## src/rtl/tfn_pkg.sv

```systemverilog
// Shared types and constants for the triangle face normal block.
`timescale 1ns / 1ps
package tfn_pkg;

    localparam int COORD_W  = 24;
    localparam int DIFF_W   = 25;
    localparam int CROSS_W  = 51;
    localparam int MAG_W    = 30;
    localparam int SUM_W    = 62;
    localparam int LEN_W    = 31;
    localparam int NORMAL_W = 16;
    localparam int MUL_W    = 32;

    localparam logic OP_WRITE = 1'b0;
    localparam logic OP_FACE  = 1'b1;

    localparam logic [1:0] STATUS_DONE   = 2'd0;
    localparam logic [1:0] STATUS_DEGEN  = 2'd1;
    localparam logic [1:0] STATUS_RANGE  = 2'd2;
    localparam logic [1:0] STATUS_UNUSED = 2'd3;

    typedef enum logic [3:0] {
        ST_IDLE,
        ST_RD_A,
        ST_RD_B,
        ST_RD_C,
        ST_LAT,
        ST_MUL,
        ST_MAG,
        ST_MAX,
        ST_NORM,
        ST_SQR,
        ST_SQRT,
        ST_DIV,
        ST_DONE
    } tfn_state_t;

endpackage

```

## src/rtl/tfn_div.sv

```systemverilog
// Restoring divider that scales one magnitude by the length and packs it to Q1.F.
`timescale 1ns / 1ps
module tfn_div
    import tfn_pkg::*;
#(
    parameter int FRAC = 14
) (
    input  logic                       aclk,
    input  logic                       aresetn,
    input  logic                       start,
    input  logic [MAG_W-1:0]           mag,
    input  logic [LEN_W-1:0]           len,
    input  logic                       neg,
    output logic                       busy,
    output logic                       done,
    output logic signed [NORMAL_W-1:0] normal
);

    localparam int NW = MAG_W + FRAC + 1;
    localparam int QB = FRAC + 2;
    localparam int CW = $clog2(QB + 1);

    logic             busy_reg;
    logic             done_reg;
    logic             neg_reg;
    logic [LEN_W-1:0] len_reg;
    logic [LEN_W-1:0] rem_reg;
    logic [QB-1:0]    qr_reg;
    logic [CW-1:0]    cnt_reg;
    logic [NW-1:0]    num;
    logic [LEN_W:0]   trial;
    logic             ge;
    logic [NORMAL_W:0] sat;
    logic [NORMAL_W:0] sgn;

    // Rounded numerator; the quotient is known to fit in QB bits
    assign num   = (NW'(mag) << FRAC) + NW'(len >> 1);
    assign trial = {rem_reg, qr_reg[QB-1]};
    assign ge    = trial >= {1'b0, len_reg};

    always_ff @(posedge aclk) begin
        if (!aresetn) begin
            busy_reg <= 1'b0;
            done_reg <= 1'b0;
        end else begin
            done_reg <= 1'b0;
            if (!busy_reg && start) begin
                busy_reg <= 1'b1;
            end else if (busy_reg && cnt_reg == CW'(QB - 1)) begin
                busy_reg <= 1'b0;
                done_reg <= 1'b1;
            end
        end
    end

    always_ff @(posedge aclk) begin
        if (!busy_reg && start) begin
            rem_reg <= LEN_W'(num[NW-1:QB]);
            qr_reg  <= num[QB-1:0];
            len_reg <= len;
            neg_reg <= neg;
            cnt_reg <= '0;
        end else if (busy_reg) begin
            rem_reg <= ge ? LEN_W'(trial - {1'b0, len_reg}) : LEN_W'(trial);
            qr_reg  <= {qr_reg[QB-2:0], ge};
            cnt_reg <= cnt_reg + CW'(1);
        end
    end

    always_comb begin
        if (33'(qr_reg) > 33'd32768) begin
            sat = 17'd32768;
        end else begin
            sat = 17'(qr_reg);
        end
        if (neg_reg) begin
            sgn = -sat;
        end else if (sat == 17'd32768) begin
            sgn = 17'd32767;
        end else begin
            sgn = sat;
        end
    end

    assign busy   = busy_reg;
    assign done   = done_reg;
    assign normal = sgn[NORMAL_W-1:0];

endmodule

```

## config.mk

```make
export PLATFORM = sky130hd
export DESIGN_NAME = tfn_div
export DESIGN_NICKNAME = d
export VERILOG_FILES = /design/src/rtl/tfn_pkg.sv /design/src/rtl/tfn_div.sv
export SDC_FILE = /design/constraint.sdc
export NUM_CORES = 1
export LEC_CHECK = 0
export ABC_CLOCK_PERIOD_IN_PS = 4910
export BUFFER_PORTS_ARGS = -buffer_cell sky130_fd_sc_hd__buf_2
export CORE_UTILIZATION = 51
export DETAILED_ROUTE_END_ITERATION = 7
export PLACE_DENSITY_LB_ADDON = 0.08
export SLEW_MARGIN = 20
export SYNTH_ARGS = -nofsm -noshare
export SYNTH_HDL_FRONTEND = slang
export SYNTH_SLANG_ARGS = --single-unit
```

## constraint.sdc

```tcl
create_clock -name aclk -period 4.91 [get_ports aclk]
set_clock_uncertainty 0.15 [all_clocks]
set_input_delay 1.473 -clock aclk [delete_from_list [all_inputs] [get_ports aclk]]
set_output_delay 1.473 -clock aclk [all_outputs]
set_load 0.02 [all_outputs]
```

==> impl_metrics.tcl <==
set metrics [dict create \
    cp-end-kind "output pin" \
    die_h_um 118.9 \
    synth_seq_area_share_pct 35.78 \
    wl_met1_um 8679 \
    dp_hpwl_um 14070 \
    cts_buffer_depth 2 \
    synth_top_area_cell "edfxtp_1" \
    worst_slew_pin_slew_ns 0.8679 \
    rows 42 \
    syn_area_sq_um 6967 \
    worstPathArrival_ns 3.14 \
    fmax_mhz 209.8 \
    route.met3.wl_um 987 \
    route.met2.wl_um 8280 \
    multiInputGateArea_sq_um 4159 \
    avgSynthCellArea_sq_um 8.741 \
    seqCellArea_sq_um 2492 \
    grt.overflow.total 0 \
    power.density_nw_per_um2 523.4 \
    cts.clk_slew.worst_paths_ns 0.06 \
    portBuffers 82 \
    fin_setup_tns_ns 0 \
    htree_levels 3 \
    ys_top_cells_by_count "nand2_1 (127), edfxtp_1 (77), inv_1 (54)" \
    wirelength_um 18340 \
    io_pins 83 \
    hold_viol 0 \
    coreArea_sq_um 13300 \
    synth_cell_types 80 \
    setup_viol 0 \
    routed.top_layer "met4" \
    grt_max_degree 50 \
    grt_antenna_before_repair 0 \
    start_util_pct 52.40 \
    cts.sinks 86 \
    worst-path-max-fanout 7 \
    gp_congestion 0.9008 \
    die_area_sq_um 14130 \
    cts_tree "yes" \
    async_reset_ff_share_pct 0 \
    post_drt_via_cell_ratio 5.968 \
    num-fill-cells 1182 \
    syn_to_final_growth_pct 13.70 \
    fin_crit_sh_pct 97.06 \
    syn_nets 914 \
    drc 0 \
    yosysMostFrequentCell "nand2_1" \
    drive_gt1_share_pct 16.55 \
    grt_pass1_vias 5917 \
    grt_pass1_wl_um 29660 \
    p_leak_nw 3.385 \
    cap_violations 0 \
    hold_slack_ns 0.3285 \
    synth_ff_type "edfxtp_1" \
    fin_crit_ns 4.766 \
    irDropWorstVdd_uv 231.4 \
    rsz0062_at_grt "no" \
    wire_per_inst_um 17.43 \
    max-slew-margin-rel_pct 41.78 \
    ys_seq_elements 86 \
    hp-class "flip-flop to flip-flop" \
    worstSetupPathType "flip-flop to output pin" \
    cp-start-kind "flip-flop" \
    n_antenna_cell 0 \
    postRouteAntennaNets 0 \
    nets 988 \
    cts_made_buffers 9 \
    synth_cells 797 \
    synthTopCellsByArea "edfxtp_1 (33%), ha_1 (9.0%), nand2_1 (6.8%)" \
    grtUsageTotal_pct 26.81 \
    yosys_warnings 0 \
    synth_top_cell_area_share_pct 33.19 \
    vias 6278 \
    clock_latency_ns 0.35 \
    worstPathRequired_ns 3.29 \
    synth_edf_count 77 \
    slew_violations 0 \
    dieWidth_um 118.9 \
    status "complete, no violations" \
    first_pass_iters 5 \
    drt_iter0_drc 414 \
    clockRootBuffer "clkbuf_16" \
]
## area by class of cell
type	instances	share of cell area [%]
flip-flops and latches	86	31.46
clock inverters	7	0.8214
inverters	55	2.606
repair buffers	97	6.982
multi-input cells	622	52.50
well taps	176	2.780
clock buffers	9	2.843
## metal layers
| layer | vias to the layer above | GRT usage, % |
|---|---|---|
| met4 | 0 | 8.861 |
| met5 | - | 0 |
| met1 | 2975 | 37.33 |
| met3 | 23 | 3.831 |
| met2 | 203 | 42.84 |
| li1 | 3077 | - |
## per-stage QoR
step	cells	setup WS (ns)	util (%)	total power, mW	instance area, sq um
3_3_place_gp	1034	0.2176	56.67	3.369	7535
5_1_grt	1052	0.03585	59.58	4.443	7921
3_5_place_dp	1034	0.08402	56.67	3.395	7535
6_report	1052	0.1443	59.58	4.146	7921
4_1_cts	1050	0.01098	59.14	4.105	7863
2_1_floorplan	797	0.2407	-	2.834	6967
## what timing repair did
item | in CTS | in global routing
resized for setup | 14 | 9
buffers inserted | 0 | 2
endpoints found under the setup margin | 15 | 15
hold buffers | 0 | 0
cloned | 0 | 0
pin swaps | 1 | 6
## where the power goes
part           internal [mW]  switching, mW
Sequential              1.04          0.120
Clock                  0.390          0.289
Combinational          0.936           1.37
Total                   2.36           1.78
## final timing paths
| check | startpoint | end | slack (ns) | cells past startpoint |
|---|---|---|---|---|
| min | cnt_reg[4] | cnt_reg[4] | 0.33 | 2 |
| max | qr_reg[1] | normal[13] | 0.14 | 12 |
| min reg2reg | cnt_reg[4] | cnt_reg[4] | 0.33 | 2 |
| max reg2reg | qr_reg[15] | rem_reg[18] | 1.11 | 13 |
## placed cells by master (no fill, tap or decap), types with 5 or more instances in the layout
master	count
edfxtp_1	77
buf_4	21
nand2b_1	11
o211ai_1	12
nor2_1	42
a211oi_1	7
buf_2	75
inv_1	52
dfxtp_1	9
ha_1	49
nor4_1	6
xor2_1	21
nand3_1	20
and3_1	10
o221ai_1	5
a31oi_1	19
nand2_1	124
nor3_1	14
a21oi_1	52
a21o_1	18
mux2i_1	13
nand4_1	17
xnor2_1	28
o21a_1	9
o21ai_0	48
clkbuf_16	9
## critical path: stages, from the launching register on
cell and delay (ns):
edfxtp_1 0.41, or3_4 0.40, or4_4 0.43, or3_4 0.36
nand2_4 0.09, nand2_1 0.08, ha_2 0.21, o21ai_4 0.09
a21o_1 0.17, nor2_2 0.06, nand2_2 0.18, o221ai_1 0.14
buf_2 0.18
## cell families (layout without fill, tap and decap cells)
logic type	after synthesis	after routing	synth area share, %
adders and majority gates	52	52	9.555
AOI/OAI and AO/OA	220	220	21.09
muxes	17	17	2.514
DFF	86	86	35.78
and+or+nand+nor	283	283	19.31
xor gates and xnor gates	50	50	6.286
buffers and inverters	89	168	5.478
Note: power is estimated with default switching activity, not from simulation.
