--- src/rtl/tfn_pkg.sv ---
// Shared types and constants for the triangle face normal block.
`timescale 1ns / 1ps
package tfn_pkg;

    localparam int COORD_W  = 24;
    localparam int DIFF_W   = 25;
    localparam int CROSS_W  = 51;
    localparam int MAG_W    = 30;
    localparam int SUM_W    = 62;
    localparam int LEN_W    = 31;
    localparam int NORMAL_W = 16;
    localparam int MUL_W    = 32;

    localparam logic OP_WRITE = 1'b0;
    localparam logic OP_FACE  = 1'b1;

    localparam logic [1:0] STATUS_DONE   = 2'd0;
    localparam logic [1:0] STATUS_DEGEN  = 2'd1;
    localparam logic [1:0] STATUS_RANGE  = 2'd2;
    localparam logic [1:0] STATUS_UNUSED = 2'd3;

    typedef enum logic [3:0] {
        ST_IDLE,
        ST_RD_A,
        ST_RD_B,
        ST_RD_C,
        ST_LAT,
        ST_MUL,
        ST_MAG,
        ST_MAX,
        ST_NORM,
        ST_SQR,
        ST_SQRT,
        ST_DIV,
        ST_DONE
    } tfn_state_t;

endpackage

--- src/rtl/tfn_mul.sv ---
// Registered signed multiplier shared by the cross product and the squares.
`timescale 1ns / 1ps
module tfn_mul
    import tfn_pkg::*;
(
    input  logic                      aclk,
    input  logic signed [MUL_W-1:0]   a,
    input  logic signed [MUL_W-1:0]   b,
    output logic signed [2*MUL_W-1:0] p_reg
);

    always_ff @(posedge aclk) begin
        p_reg <= a * b;
    end

endmodule

--- config.mk ---
export PLATFORM = sky130hd
export DESIGN_NAME = tfn_mul
export DESIGN_NICKNAME = d
export VERILOG_FILES = /design/src/rtl/tfn_pkg.sv /design/src/rtl/tfn_mul.sv
export SDC_FILE = /design/constraint.sdc
export NUM_CORES = 2
export LEC_CHECK = 0
export BUFFER_PORTS_ARGS = -buffer_cell sky130_fd_sc_hd__clkbuf_2
export CAP_MARGIN = 25
export CORE_MARGIN = 2
export CORE_UTILIZATION = 49
export DETAILED_ROUTE_END_ITERATION = 8
export PLACE_DENSITY = 0.65
export SYNTH_ARGS = -nofsm -noshare
export SYNTH_HDL_FRONTEND = slang
export SYNTH_SLANG_ARGS = --single-unit
--- constraint.sdc ---
create_clock -name aclk -period 13.1 [get_ports aclk]
set_input_delay 0.655 -clock aclk [delete_from_list [all_inputs] [get_ports aclk]]
set_output_delay 0.655 -clock aclk [all_outputs]
set_load 0.01 [all_outputs]
==> implementation parameters <==
Parameter                              Value

Synthesis
  Top_reg_cell synth    sky130_fd_sc_hd__dfxtp_1
  Async set-reset flop share out of synthesis    0%
  Number of warnings printed during yosys synthesis    0
  Count of flip-flops with a built-in enable after synthesis    0
  Nets in the synthesized netlist    5215
  Sequential share of the synthesized area    3.44%
  Syn_area_per_cell    9.59 sq um
  Yosys reg bits    64
  Synthesized instance count    3884
  Mapped cell area    37200 sq um
  Netlist cell types    63

Critical path
  Max Fanout on Critical Path    32
  Worst setup EP type    register
  Kind of start point of the critical path    primary input
  Class of the most critical setup path    primary input to register
  Data arrival time of the critical path    9260 ps
  Critical path required time    13440 ps

Finish
  Final core area utilization    51.4%
  Flip-flop count of the largest register after layout    64
  Area added between synthesis and finish    4.33%
  Ratio of cells with drive above 1 in the final layout    4.93%
  Number of fill cells    7000
  Sequential cell area    1280 sq um
  Post-layout net count    5178
  Multi-input combinational cell area    31600 sq um
  Post-layout instance count excluding filler cells    4832

Clock network
  Clock tree root buffer cell    sky130_fd_sc_hd__clkbuf_16
  Max Buffers Root-to-Sink    2
  Clock Sinks    64
  Worst-path clk slew    70 ps
  Post CTS Setup Buffer Count    0
  Total clock buffers created by CTS    9
  TritonCTS clock tree    built
  Count of hold buffers inserted by post-cts repair    0
  Post-cts repair resize count    0
  H-tree level count    3

Timing
  TNS Setup    0 ps
  RSZ-0062 raised after global routing    no
  Final Hold Vio Count    0
  Relative slew slack    32.6%
  Final Cycle Share    68.1%
  Final setup viols    0
  Tmin final    8920 ps
  Fmax    112 MHz
  Slew at the pin closest to its max-slew limit    1010 ps
  Slew Limit Fails    0

Detailed routing
  Antenna-violating nets left    0
  Final routed wirelength across all metal layers    97.6 mm
  Post-detailed-route wirelength per cell    20.2 um
  First-pass iteration count of the detailed router    5
  Via count normalized by instance count    5.26
  1st-iter DRT viols    1421
  DRC viols    0
  Number of vias after detailed routing    25400

Floorplanning
  Starting utilization of the core area    49.3%
  Die boundary height    280 um
  Width of the die    280 um
  Number of core rows    101
  Die area    78200 sq um
  Placeable core region    75600 sq um
  Number of top-level pins    129

Flow run
  Count of maximum capacitance violations    0

Global route
  First-pass GRT wire length    161 mm
  GRT Total Usage    26.9%
  Maximum number of pins on one net before global-route repair    33
  Via count of the first global-routing pass    28500
  Antenna violations before repair    7
  Grt total ovfl    0

Placed design
  Number of buffers added on ports    128
  Instance count after placement with tap cells included    4814
  Half-perimeter wire length of the detailed placement result    78.1 mm
  Weighted congestion at the end of routability-driven global placement    0.879

Run status
  Outcome    completed

Hold path
  Hold Crit Class    primary input to register
cell usage in the layout (no fill, tap or decap), types with 9 or more instances in the layout:
| cell type | count |
|---|---|
| sky130_fd_sc_hd__a21oi_1 | 68 |
| sky130_fd_sc_hd__nand3_1 | 15 |
| sky130_fd_sc_hd__o21bai_1 | 15 |
| sky130_fd_sc_hd__a31oi_1 | 12 |
| sky130_fd_sc_hd__ha_1 | 184 |
| sky130_fd_sc_hd__clkbuf_16 | 9 |
| sky130_fd_sc_hd__inv_1 | 952 |
| sky130_fd_sc_hd__xor2_1 | 22 |
| sky130_fd_sc_hd__and2_1 | 516 |
| sky130_fd_sc_hd__xnor2_1 | 53 |
| sky130_fd_sc_hd__nand2_1 | 511 |
| sky130_fd_sc_hd__o21ai_0 | 28 |
| sky130_fd_sc_hd__fa_1 | 1082 |
| sky130_fd_sc_hd__clkbuf_2 | 128 |
| sky130_fd_sc_hd__buf_4 | 24 |
| sky130_fd_sc_hd__dfxtp_1 | 64 |
| sky130_fd_sc_hd__a21o_1 | 23 |
| sky130_fd_sc_hd__nor2_1 | 42 |
| sky130_fd_sc_hd__nand2b_1 | 9 |
stage by stage:
stage               area, sq um  setup WS [ps]  hold slack (ps)
global route              38900           3680              840
floorplan                 37200           5180              782
finish                    38900           4180              803
CTS                       38900           4140              802
detailed placement        38500           3740             1040
global placement          38500           3830             1040
layer usage:
metal	part of all wire, %	global-route usage [%]	up-vias
met5	0.072	0	-
met4	3.4	8.90	12
met3	6.1	4.19	164
met2	50	45.9	818
met1	41	35.4	13500
li1	-	-	11000
layout make-up:
type                            count  share of cell area (%)
Timing Repair Buffer              152                    2.11
Antenna cell                        2                  0.0129
Clock inverter                      2                  0.0902
Multi-Input combinational cell   2668                    81.4
Clock buffer                       14                   0.731
Sequential cell                    64                    3.30
Tap cell                          978                    3.15
Inverter                          952                    9.20
final timing paths:
| path | from | end | slack (ps) | cells past startpoint |
|---|---|---|---|---|
| min | a[0] | p_reg[0] | 800 | 3 |
| max | b[8] | p_reg[62] | 4180 | 23 |
kinds of logic after synthesis:
group | share of synthesized area (%)
adder cells (fa/ha/maj) | 64.3
flip-flops | 3.44
AO/OA/AOI/OAI | 3.46
buffers and inverters | 11.6
AND/OR/NAND/NOR | 15.4
XOR/XNOR | 1.76
cells in the mapped netlist (2+ instances only):
cell,instances,area share [%]
sky130_fd_sc_hd__o21ai_2,2,0.047
sky130_fd_sc_hd__a21oi_1,68,0.91
sky130_fd_sc_hd__a21o_1,23,0.46
sky130_fd_sc_hd__a211oi_2,3,0.10
sky130_fd_sc_hd__and2_1,516,8.7
sky130_fd_sc_hd__buf_2,3,0.040
sky130_fd_sc_hd__dfxtp_1,64,3.4
sky130_fd_sc_hd__nor3_1,6,0.081
sky130_fd_sc_hd__nand4_1,7,0.12
sky130_fd_sc_hd__nand3_1,15,0.20
sky130_fd_sc_hd__buf_1,2,0.020
sky130_fd_sc_hd__fa_1,1082,58
sky130_fd_sc_hd__and4_1,3,0.071
sky130_fd_sc_hd__o31ai_1,6,0.12
sky130_fd_sc_hd__o21bai_1,15,0.30
sky130_fd_sc_hd__and3_1,7,0.12
sky130_fd_sc_hd__nor2_1,42,0.42
sky130_fd_sc_hd__a21o_2,2,0.047
sky130_fd_sc_hd__inv_1,952,9.6
sky130_fd_sc_hd__nand2_1,511,5.2
sky130_fd_sc_hd__o21ai_0,28,0.38
sky130_fd_sc_hd__a21boi_0,3,0.060
sky130_fd_sc_hd__clkbuf_1,195,2.0
sky130_fd_sc_hd__xor2_1,22,0.52
sky130_fd_sc_hd__xnor2_1,53,1.2
sky130_fd_sc_hd__a211oi_1,4,0.081
sky130_fd_sc_hd__or3_1,4,0.067
sky130_fd_sc_hd__o22a_1,2,0.047
sky130_fd_sc_hd__o21a_1,4,0.081
sky130_fd_sc_hd__a31oi_1,12,0.20
sky130_fd_sc_hd__ha_1,184,6.2
sky130_fd_sc_hd__o211ai_1,3,0.060
sky130_fd_sc_hd__nor2b_1,3,0.050
sky130_fd_sc_hd__nand2b_1,9,0.15
critical path, stage by stage:
cell	delay (ps)
sky130_fd_sc_hd__clkbuf_2	670
sky130_fd_sc_hd__nand2_1	320
sky130_fd_sc_hd__fa_1	500
sky130_fd_sc_hd__fa_1	440
sky130_fd_sc_hd__inv_1	250
sky130_fd_sc_hd__fa_1	500
sky130_fd_sc_hd__fa_1	870
sky130_fd_sc_hd__inv_1	440
sky130_fd_sc_hd__fa_1	610
sky130_fd_sc_hd__inv_1	60
sky130_fd_sc_hd__fa_1	550
sky130_fd_sc_hd__inv_1	60
sky130_fd_sc_hd__fa_1	480
sky130_fd_sc_hd__fa_1	520
sky130_fd_sc_hd__inv_1	50
sky130_fd_sc_hd__ha_1	350
sky130_fd_sc_hd__and3_1	210
sky130_fd_sc_hd__nand2_1	80
sky130_fd_sc_hd__or3_1	390
sky130_fd_sc_hd__o211ai_1	520
sky130_fd_sc_hd__a31oi_1	230
sky130_fd_sc_hd__o31ai_1	290
sky130_fd_sc_hd__xor2_1	160
Power is not shown: default switching activity piles up to over one toggle a cycle in this logic, so the estimate is an artifact.
