File: config.mk
export PLATFORM = sky130hd
export DESIGN_NAME = tfn_sqrt
export DESIGN_NICKNAME = d
export VERILOG_FILES = /design/src/rtl/tfn_pkg.sv /design/src/rtl/tfn_sqrt.sv
export SDC_FILE = /design/constraint.sdc
export NUM_CORES = 1
export LEC_CHECK = 0
export BUFFER_PORTS_ARGS = -buffer_cell sky130_fd_sc_hd__buf_4
export CORE_MARGIN = 3
export CORE_UTILIZATION = 45
export CTS_CLUSTER_DIAMETER = 200
export DETAILED_ROUTE_END_ITERATION = 8
export GPL_TIMING_DRIVEN = 0
export SYNTH_ARGS = -nofsm -noshare
export SYNTH_HDL_FRONTEND = slang
export SYNTH_SLANG_ARGS = --single-unit
File: constraint.sdc
create_clock -name aclk -period 10.81 [get_ports aclk]
set_input_delay 1.6215 -clock aclk [delete_from_list [all_inputs] [get_ports aclk]]
set_output_delay 1.6215 -clock aclk [all_outputs]
set_load 0.005 [all_outputs]
File: src/rtl/tfn_pkg.sv
// Shared types and constants for the triangle face normal block.
`timescale 1ns / 1ps
package tfn_pkg;

    localparam int COORD_W  = 24;
    localparam int DIFF_W   = 25;
    localparam int CROSS_W  = 51;
    localparam int MAG_W    = 30;
    localparam int SUM_W    = 62;
    localparam int LEN_W    = 31;
    localparam int NORMAL_W = 16;
    localparam int MUL_W    = 32;

    localparam logic OP_WRITE = 1'b0;
    localparam logic OP_FACE  = 1'b1;

    localparam logic [1:0] STATUS_DONE   = 2'd0;
    localparam logic [1:0] STATUS_DEGEN  = 2'd1;
    localparam logic [1:0] STATUS_RANGE  = 2'd2;
    localparam logic [1:0] STATUS_UNUSED = 2'd3;

    typedef enum logic [3:0] {
        ST_IDLE,
        ST_RD_A,
        ST_RD_B,
        ST_RD_C,
        ST_LAT,
        ST_MUL,
        ST_MAG,
        ST_MAX,
        ST_NORM,
        ST_SQR,
        ST_SQRT,
        ST_DIV,
        ST_DONE
    } tfn_state_t;

endpackage

File: src/rtl/tfn_sqrt.sv
// Bit-serial integer square root, one result bit per cycle.
`timescale 1ns / 1ps
module tfn_sqrt
    import tfn_pkg::*;
(
    input  logic             aclk,
    input  logic             aresetn,
    input  logic             start,
    input  logic [SUM_W-1:0] sum,
    output logic             busy,
    output logic             done,
    output logic [LEN_W-1:0] root
);

    logic             busy_reg;
    logic             done_reg;
    logic [SUM_W-1:0] rem_reg;
    logic [SUM_W:0]   root_reg;
    logic [SUM_W-1:0] bit_reg;
    logic [SUM_W:0]   cand;
    logic             ge;

    assign cand = root_reg + {1'b0, bit_reg};
    assign ge   = {1'b0, rem_reg} >= cand;

    always_ff @(posedge aclk) begin
        if (!aresetn) begin
            busy_reg <= 1'b0;
            done_reg <= 1'b0;
        end else begin
            done_reg <= 1'b0;
            if (!busy_reg && start) begin
                busy_reg <= 1'b1;
            end else if (busy_reg && bit_reg[0]) begin
                busy_reg <= 1'b0;
                done_reg <= 1'b1;
            end
        end
    end

    always_ff @(posedge aclk) begin
        if (!busy_reg && start) begin
            rem_reg  <= sum;
            root_reg <= '0;
            bit_reg  <= SUM_W'(1) << (SUM_W - 2);
        end else if (busy_reg) begin
            if (ge) begin
                rem_reg  <= rem_reg - cand[SUM_W-1:0];
                root_reg <= (root_reg >> 1) + {1'b0, bit_reg};
            end else begin
                root_reg <= root_reg >> 1;
            end
            bit_reg <= bit_reg >> 2;
        end
    end

    assign busy = busy_reg;
    assign done = done_reg;
    assign root = root_reg[LEN_W-1:0];

endmodule

==> impl.org <==
** Outcome
- The flow ran to the end, and the final reports show no timing, DRC or antenna violations.

** Min path
- Critical hold path startpoint :: root_reg[0]$_SDFFE_PP0P_
- Endpoint, Worst Hold :: root_reg[0]$_SDFFE_PP0P_
- Min-Delay Path Class :: flop to flop
- The worst hold path was traced through 2 stages.

** Job
- Across the run, the number of max-cap violations was 0.

** Floorplan
- Area of the core :: 0.0316 mm2
- After floorplanning, the core was divided into 65 placement rows.
- For this configuration, the core starts out at a cell density of 45.9%.
- During I/O placement, the number of pins put on the boundary was 98.
- Full die area :: 0.0344 mm2
- The die is 186 um tall.
- Width of the die :: 186 um

** Cells and area
- Final non-filler cell area :: 0.0164 mm2
- Diode count :: 0
- The register with the most flip-flops in the layout has 63 of them.
- From synthesis to final layout, the design area changed by 13.2%.
- Number of inserted filler cells in the final layout :: 3071
- The post-route netlist has 10.6% of its cells at a drive strength greater than 1.
- At the end of the flow, the number of nets in the layout was 2158.

** Worst setup path
- In this run the critical register-to-register path is launched from root_reg[12]$_SDFFE_PP0P_.
- End of the worst register-to-register path :: rem_reg[17]$_DFFE_PP_
- At the worst endpoint, the required time is 10.96 ns.
- Worst Reg-to-Reg Cells :: 23
- R2r setup slk :: 2.65 ns
- Arrival time at the worst endpoint :: 8.31 ns
- The critical path in this run is classified as flop to flop.
- The worst setup path is captured at a flop.
- The worst setup path is launched from a flop.
- Maximum fanout count along the critical path :: 29

** Timing
- Setup Skew :: 0.00997 ns
- Slew of the pin with the lowest slew margin :: 0.970 ns
- Fmax :: 0.123 GHz
- The worst path uses 75.5% of the clock period.
- Number of setup violations in the final report :: 0
- Worst hold slack after final layout :: 0.505 ns
- Setup repair after global routing left no endpoint under its margin.
- Measured against its own limit, the worst slew margin works out to 35.3%.
- For the finished layout, the period the worst path requires is 8.16 ns.
- Total count of hold-check failures in the final report :: 0
- The count of pins over their slew limit is 0.
- Once routing completed, OpenROAD measured the worst setup slack at 2.65 ns.

** Global route
- Pin count of the biggest net entering global routing :: 30
- For this run the aggregate overflow at the end of global routing stands at 0.
- In the global route stage, overall resource usage came out at 28.9%.
- The number of global-route vias before repair was 13644.
- The number of antenna violations at the first check in global routing came to 0.
- First-pass GRT wire length :: 77100 um

** Clocking
- Latest clock arrival within the worst-skew pair :: 0.45 ns
- Clock root buffer master :: clkbuf_16
- Number of CTS-inserted buffers :: 17
- The clock tree synthesis step divided the H-tree into 4 levels.
- Post-CTS clock slew at the launch and capture registers of the worst setup and hold paths :: 0.07 ns
- The number of setup buffers added after CTS is 0.
- Gates resized, CTS repair :: 0
- The longest clock path from root to sink contains 2 buffers.
- CTS tree :: built
- Buffers inserted to repair hold after CTS numbered 0.
- Clock Sinks :: 158

** Yosys
- The average instance in the mapped netlist occupies 7.85 um2.
- Flops & latches, synth :: 158
- Post-synthesis net count :: 2041
- Proportion of synthesized chip area in sequential cells :: 26.1%
- For this run, the number of Yosys warnings is 0.
- Synth unique cells :: 77
- The cell count after synthesis came out at 1849.
- Count of flip-flops with a built-in enable after synthesis :: 62
- The synthesized netlist occupies a cell area of 0.0145 mm2.
- In the synthesized netlist the async set-or-reset flop fraction comes to 0%.
- Top flip-flop cell by instance count after synthesis :: dfxtp_1

** Routing
- Post-route DRC violation count :: 0
- Mean number of vias per cell :: 6.08
- Number of vias after detailed routing :: 14481
- The count of nets left with antenna violations once routing finished came out at 0.
- Drt wl/cell :: 20.8 um
- After the first detailed-routing iteration, the DRC count stood at 1396.
- Count of TritonRoute iterations in the first routing pass :: 5
- Wires add up to 49500 um.

** Power and ir drop
- Total Power Consumption :: 3.65 mW
- Max VDD drop :: 132 uV
- In this run the power density over the cells is 222 mW/mm2.
- For this design the static power due to leakage is 6.33 nW.

** Place
- Worst slack at placement :: 2.76 ns
- In this run the cell area measured after placement is 0.0158 mm2.
- Final weighted congestion in routability-driven placement :: 0.933
- DP HPWL :: 38400 um
- Port bufs :: 96
[final cells by class]
class / count / area [um2] / share of cell area [%]
Buffer: 130 / 647 / 3.94
Clock buffer: 29 / 574 / 3.50
Clock inverter: 3 / 65.1 / 0.396
Inverter: 26 / 97.6 / 0.594
Multi-Input combinational cell: 1535 / 9990 / 60.8
Sequential cell: 158 / 3780 / 23.0
Tap cell: 402 / 503 / 3.06
Timing Repair Buffer: 98 / 761 / 4.63
[how the worst max path moves through the flow]
stage	from	end	slack, ns	cells past startpoint
floorplan	root_reg[16]$_SDFFE_PP0P_	rem_reg[0]$_DFFE_PP_	1.09	21
global placement	root_reg[12]$_SDFFE_PP0P_	rem_reg[17]$_DFFE_PP_	-3.34	21
detailed placement	root_reg[12]$_SDFFE_PP0P_	rem_reg[15]$_DFFE_PP_	2.76	23
CTS	root_reg[12]$_SDFFE_PP0P_	rem_reg[15]$_DFFE_PP_	2.74	23
global route	root_reg[12]$_SDFFE_PP0P_	rem_reg[17]$_DFFE_PP_	2.26	23
finish	root_reg[12]$_SDFFE_PP0P_	rem_reg[17]$_DFFE_PP_	2.65	23
[kinds of logic (layout without fill, tap and decap cells)]
logic type,after synthesis,count (layout),synth area share (%)
flip-flops,158,158,26.1
XOR/XNOR,150,150,9.05
AND/OR/NAND/NOR,643,643,20.7
AO/OA/AOI/OAI,584,584,25.9
buffers and inverters,156,286,5.13
adder cells (fa/ha/maj),127,127,11.0
multiplexers,31,31,2.14
[placed cells by master (no fill, tap or decap), types with 9 or more instances in the layout]
cell type | netlist | routed
edfxtp_1 | 62 | 62
nand3_1 | 40 | 40
a31oi_1 | 54 | 54
nor3_1 | 29 | 29
xnor2_1 | 83 | 83
o21ai_1 | 9 | 9
a32oi_1 | 14 | 14
a21o_1 | 38 | 38
and3_1 | 19 | 19
xor2_1 | 67 | 67
nand2b_1 | 11 | 11
o21a_1 | 9 | 9
clkbuf_16 | 0 | 19
o21bai_1 | 33 | 33
buf_2 | 15 | 15
nand4b_1 | 12 | 12
o21ai_0 | 144 | 143
a211oi_1 | 12 | 12
buf_4 | 33 | 129
inv_1 | 26 | 26
a31o_2 | 16 | 16
or4_1 | 16 | 16
ha_1 | 126 | 126
o31ai_1 | 14 | 14
o211ai_1 | 33 | 33
mux2i_1 | 31 | 31
nor2b_1 | 23 | 23
nand2_1 | 276 | 276
clkbuf_1 | 79 | 82
a21oi_1 | 138 | 138
and2_1 | 18 | 18
nor2_1 | 131 | 131
dfxtp_1 | 96 | 96
nand4_1 | 35 | 35
[report_power, final]
part           switching, mW  total [mW]  internal, mW
Combinational           1.27        2.08         0.812
Clock                  0.266       0.673         0.407
Sequential            0.0788       0.892         0.813
[metal layers]
metal	vias up	track usage, %	wire, um
li1	7030	-	-
met2	532	46.6	22300
met3	104	3.93	3020
met1	6815	39.6	22300
met4	0	10.6	1810
met5	-	0	0
[cell usage after synthesis (12+ instances only)]
| library cell | count | area share, % |
|---|---|---|
| o211ai_1 | 33 | 1.7 |
| inv_1 | 26 | 0.67 |
| xnor2_1 | 83 | 5.0 |
| or4_1 | 16 | 0.83 |
| nor2b_1 | 23 | 0.99 |
| o21bai_1 | 33 | 1.7 |
| o31ai_1 | 14 | 0.72 |
| a21o_1 | 38 | 2.0 |
| nand4b_1 | 12 | 0.72 |
| and2_1 | 18 | 0.78 |
| nand4_1 | 35 | 1.5 |
| nand2_1 | 276 | 7.1 |
| ha_1 | 126 | 11 |
| nor3_1 | 29 | 1.0 |
| a21oi_1 | 138 | 4.8 |
| and3_1 | 19 | 0.82 |
| mux2i_1 | 31 | 2.1 |
| o21ai_0 | 144 | 5.0 |
| xor2_1 | 67 | 4.0 |
| a211oi_1 | 12 | 0.62 |
| a31oi_1 | 54 | 2.3 |
| edfxtp_1 | 62 | 13 |
| buf_2 | 15 | 0.52 |
| buf_4 | 33 | 1.7 |
| a32oi_1 | 14 | 0.85 |
| clkbuf_1 | 79 | 2.0 |
| a31o_2 | 16 | 0.97 |
| nand3_1 | 40 | 1.4 |
| nor2_1 | 131 | 3.4 |
| dfxtp_1 | 96 | 13 |
[critical path: stages (launching register included)]
cell and delay [ns]:
dfxtp_1 0.41, ha_1 0.43, nand4_1 0.17, or3_1 0.42
o31ai_1 0.71, nand2_1 0.27, a41o_1 0.36, o41ai_2 0.51
a41oi_1 0.33, o21bai_1 0.29, a31oi_1 0.13, xor2_1 0.20
ha_1 0.40, nand4_1 0.09, or2_2 0.32, nor3_1 0.24
nand4_1 0.12, o21bai_1 0.38, a211o_1 0.34, nand3_2 0.36
buf_2 0.37, o21ai_4 0.49, buf_12 0.26, buf_12 0.23
[through the flow]
step	cells	utilization [%]	setup TNS, ns
6_report	2381	51.9	0
5_1_grt	2381	51.9	0
3_3_place_gp	2347	49.7	-206.39
4_1_cts	2381	51.9	0
2_1_floorplan	1849	-	0
3_5_place_dp	2349	49.9	0
(Power assumes the default switching activity.)
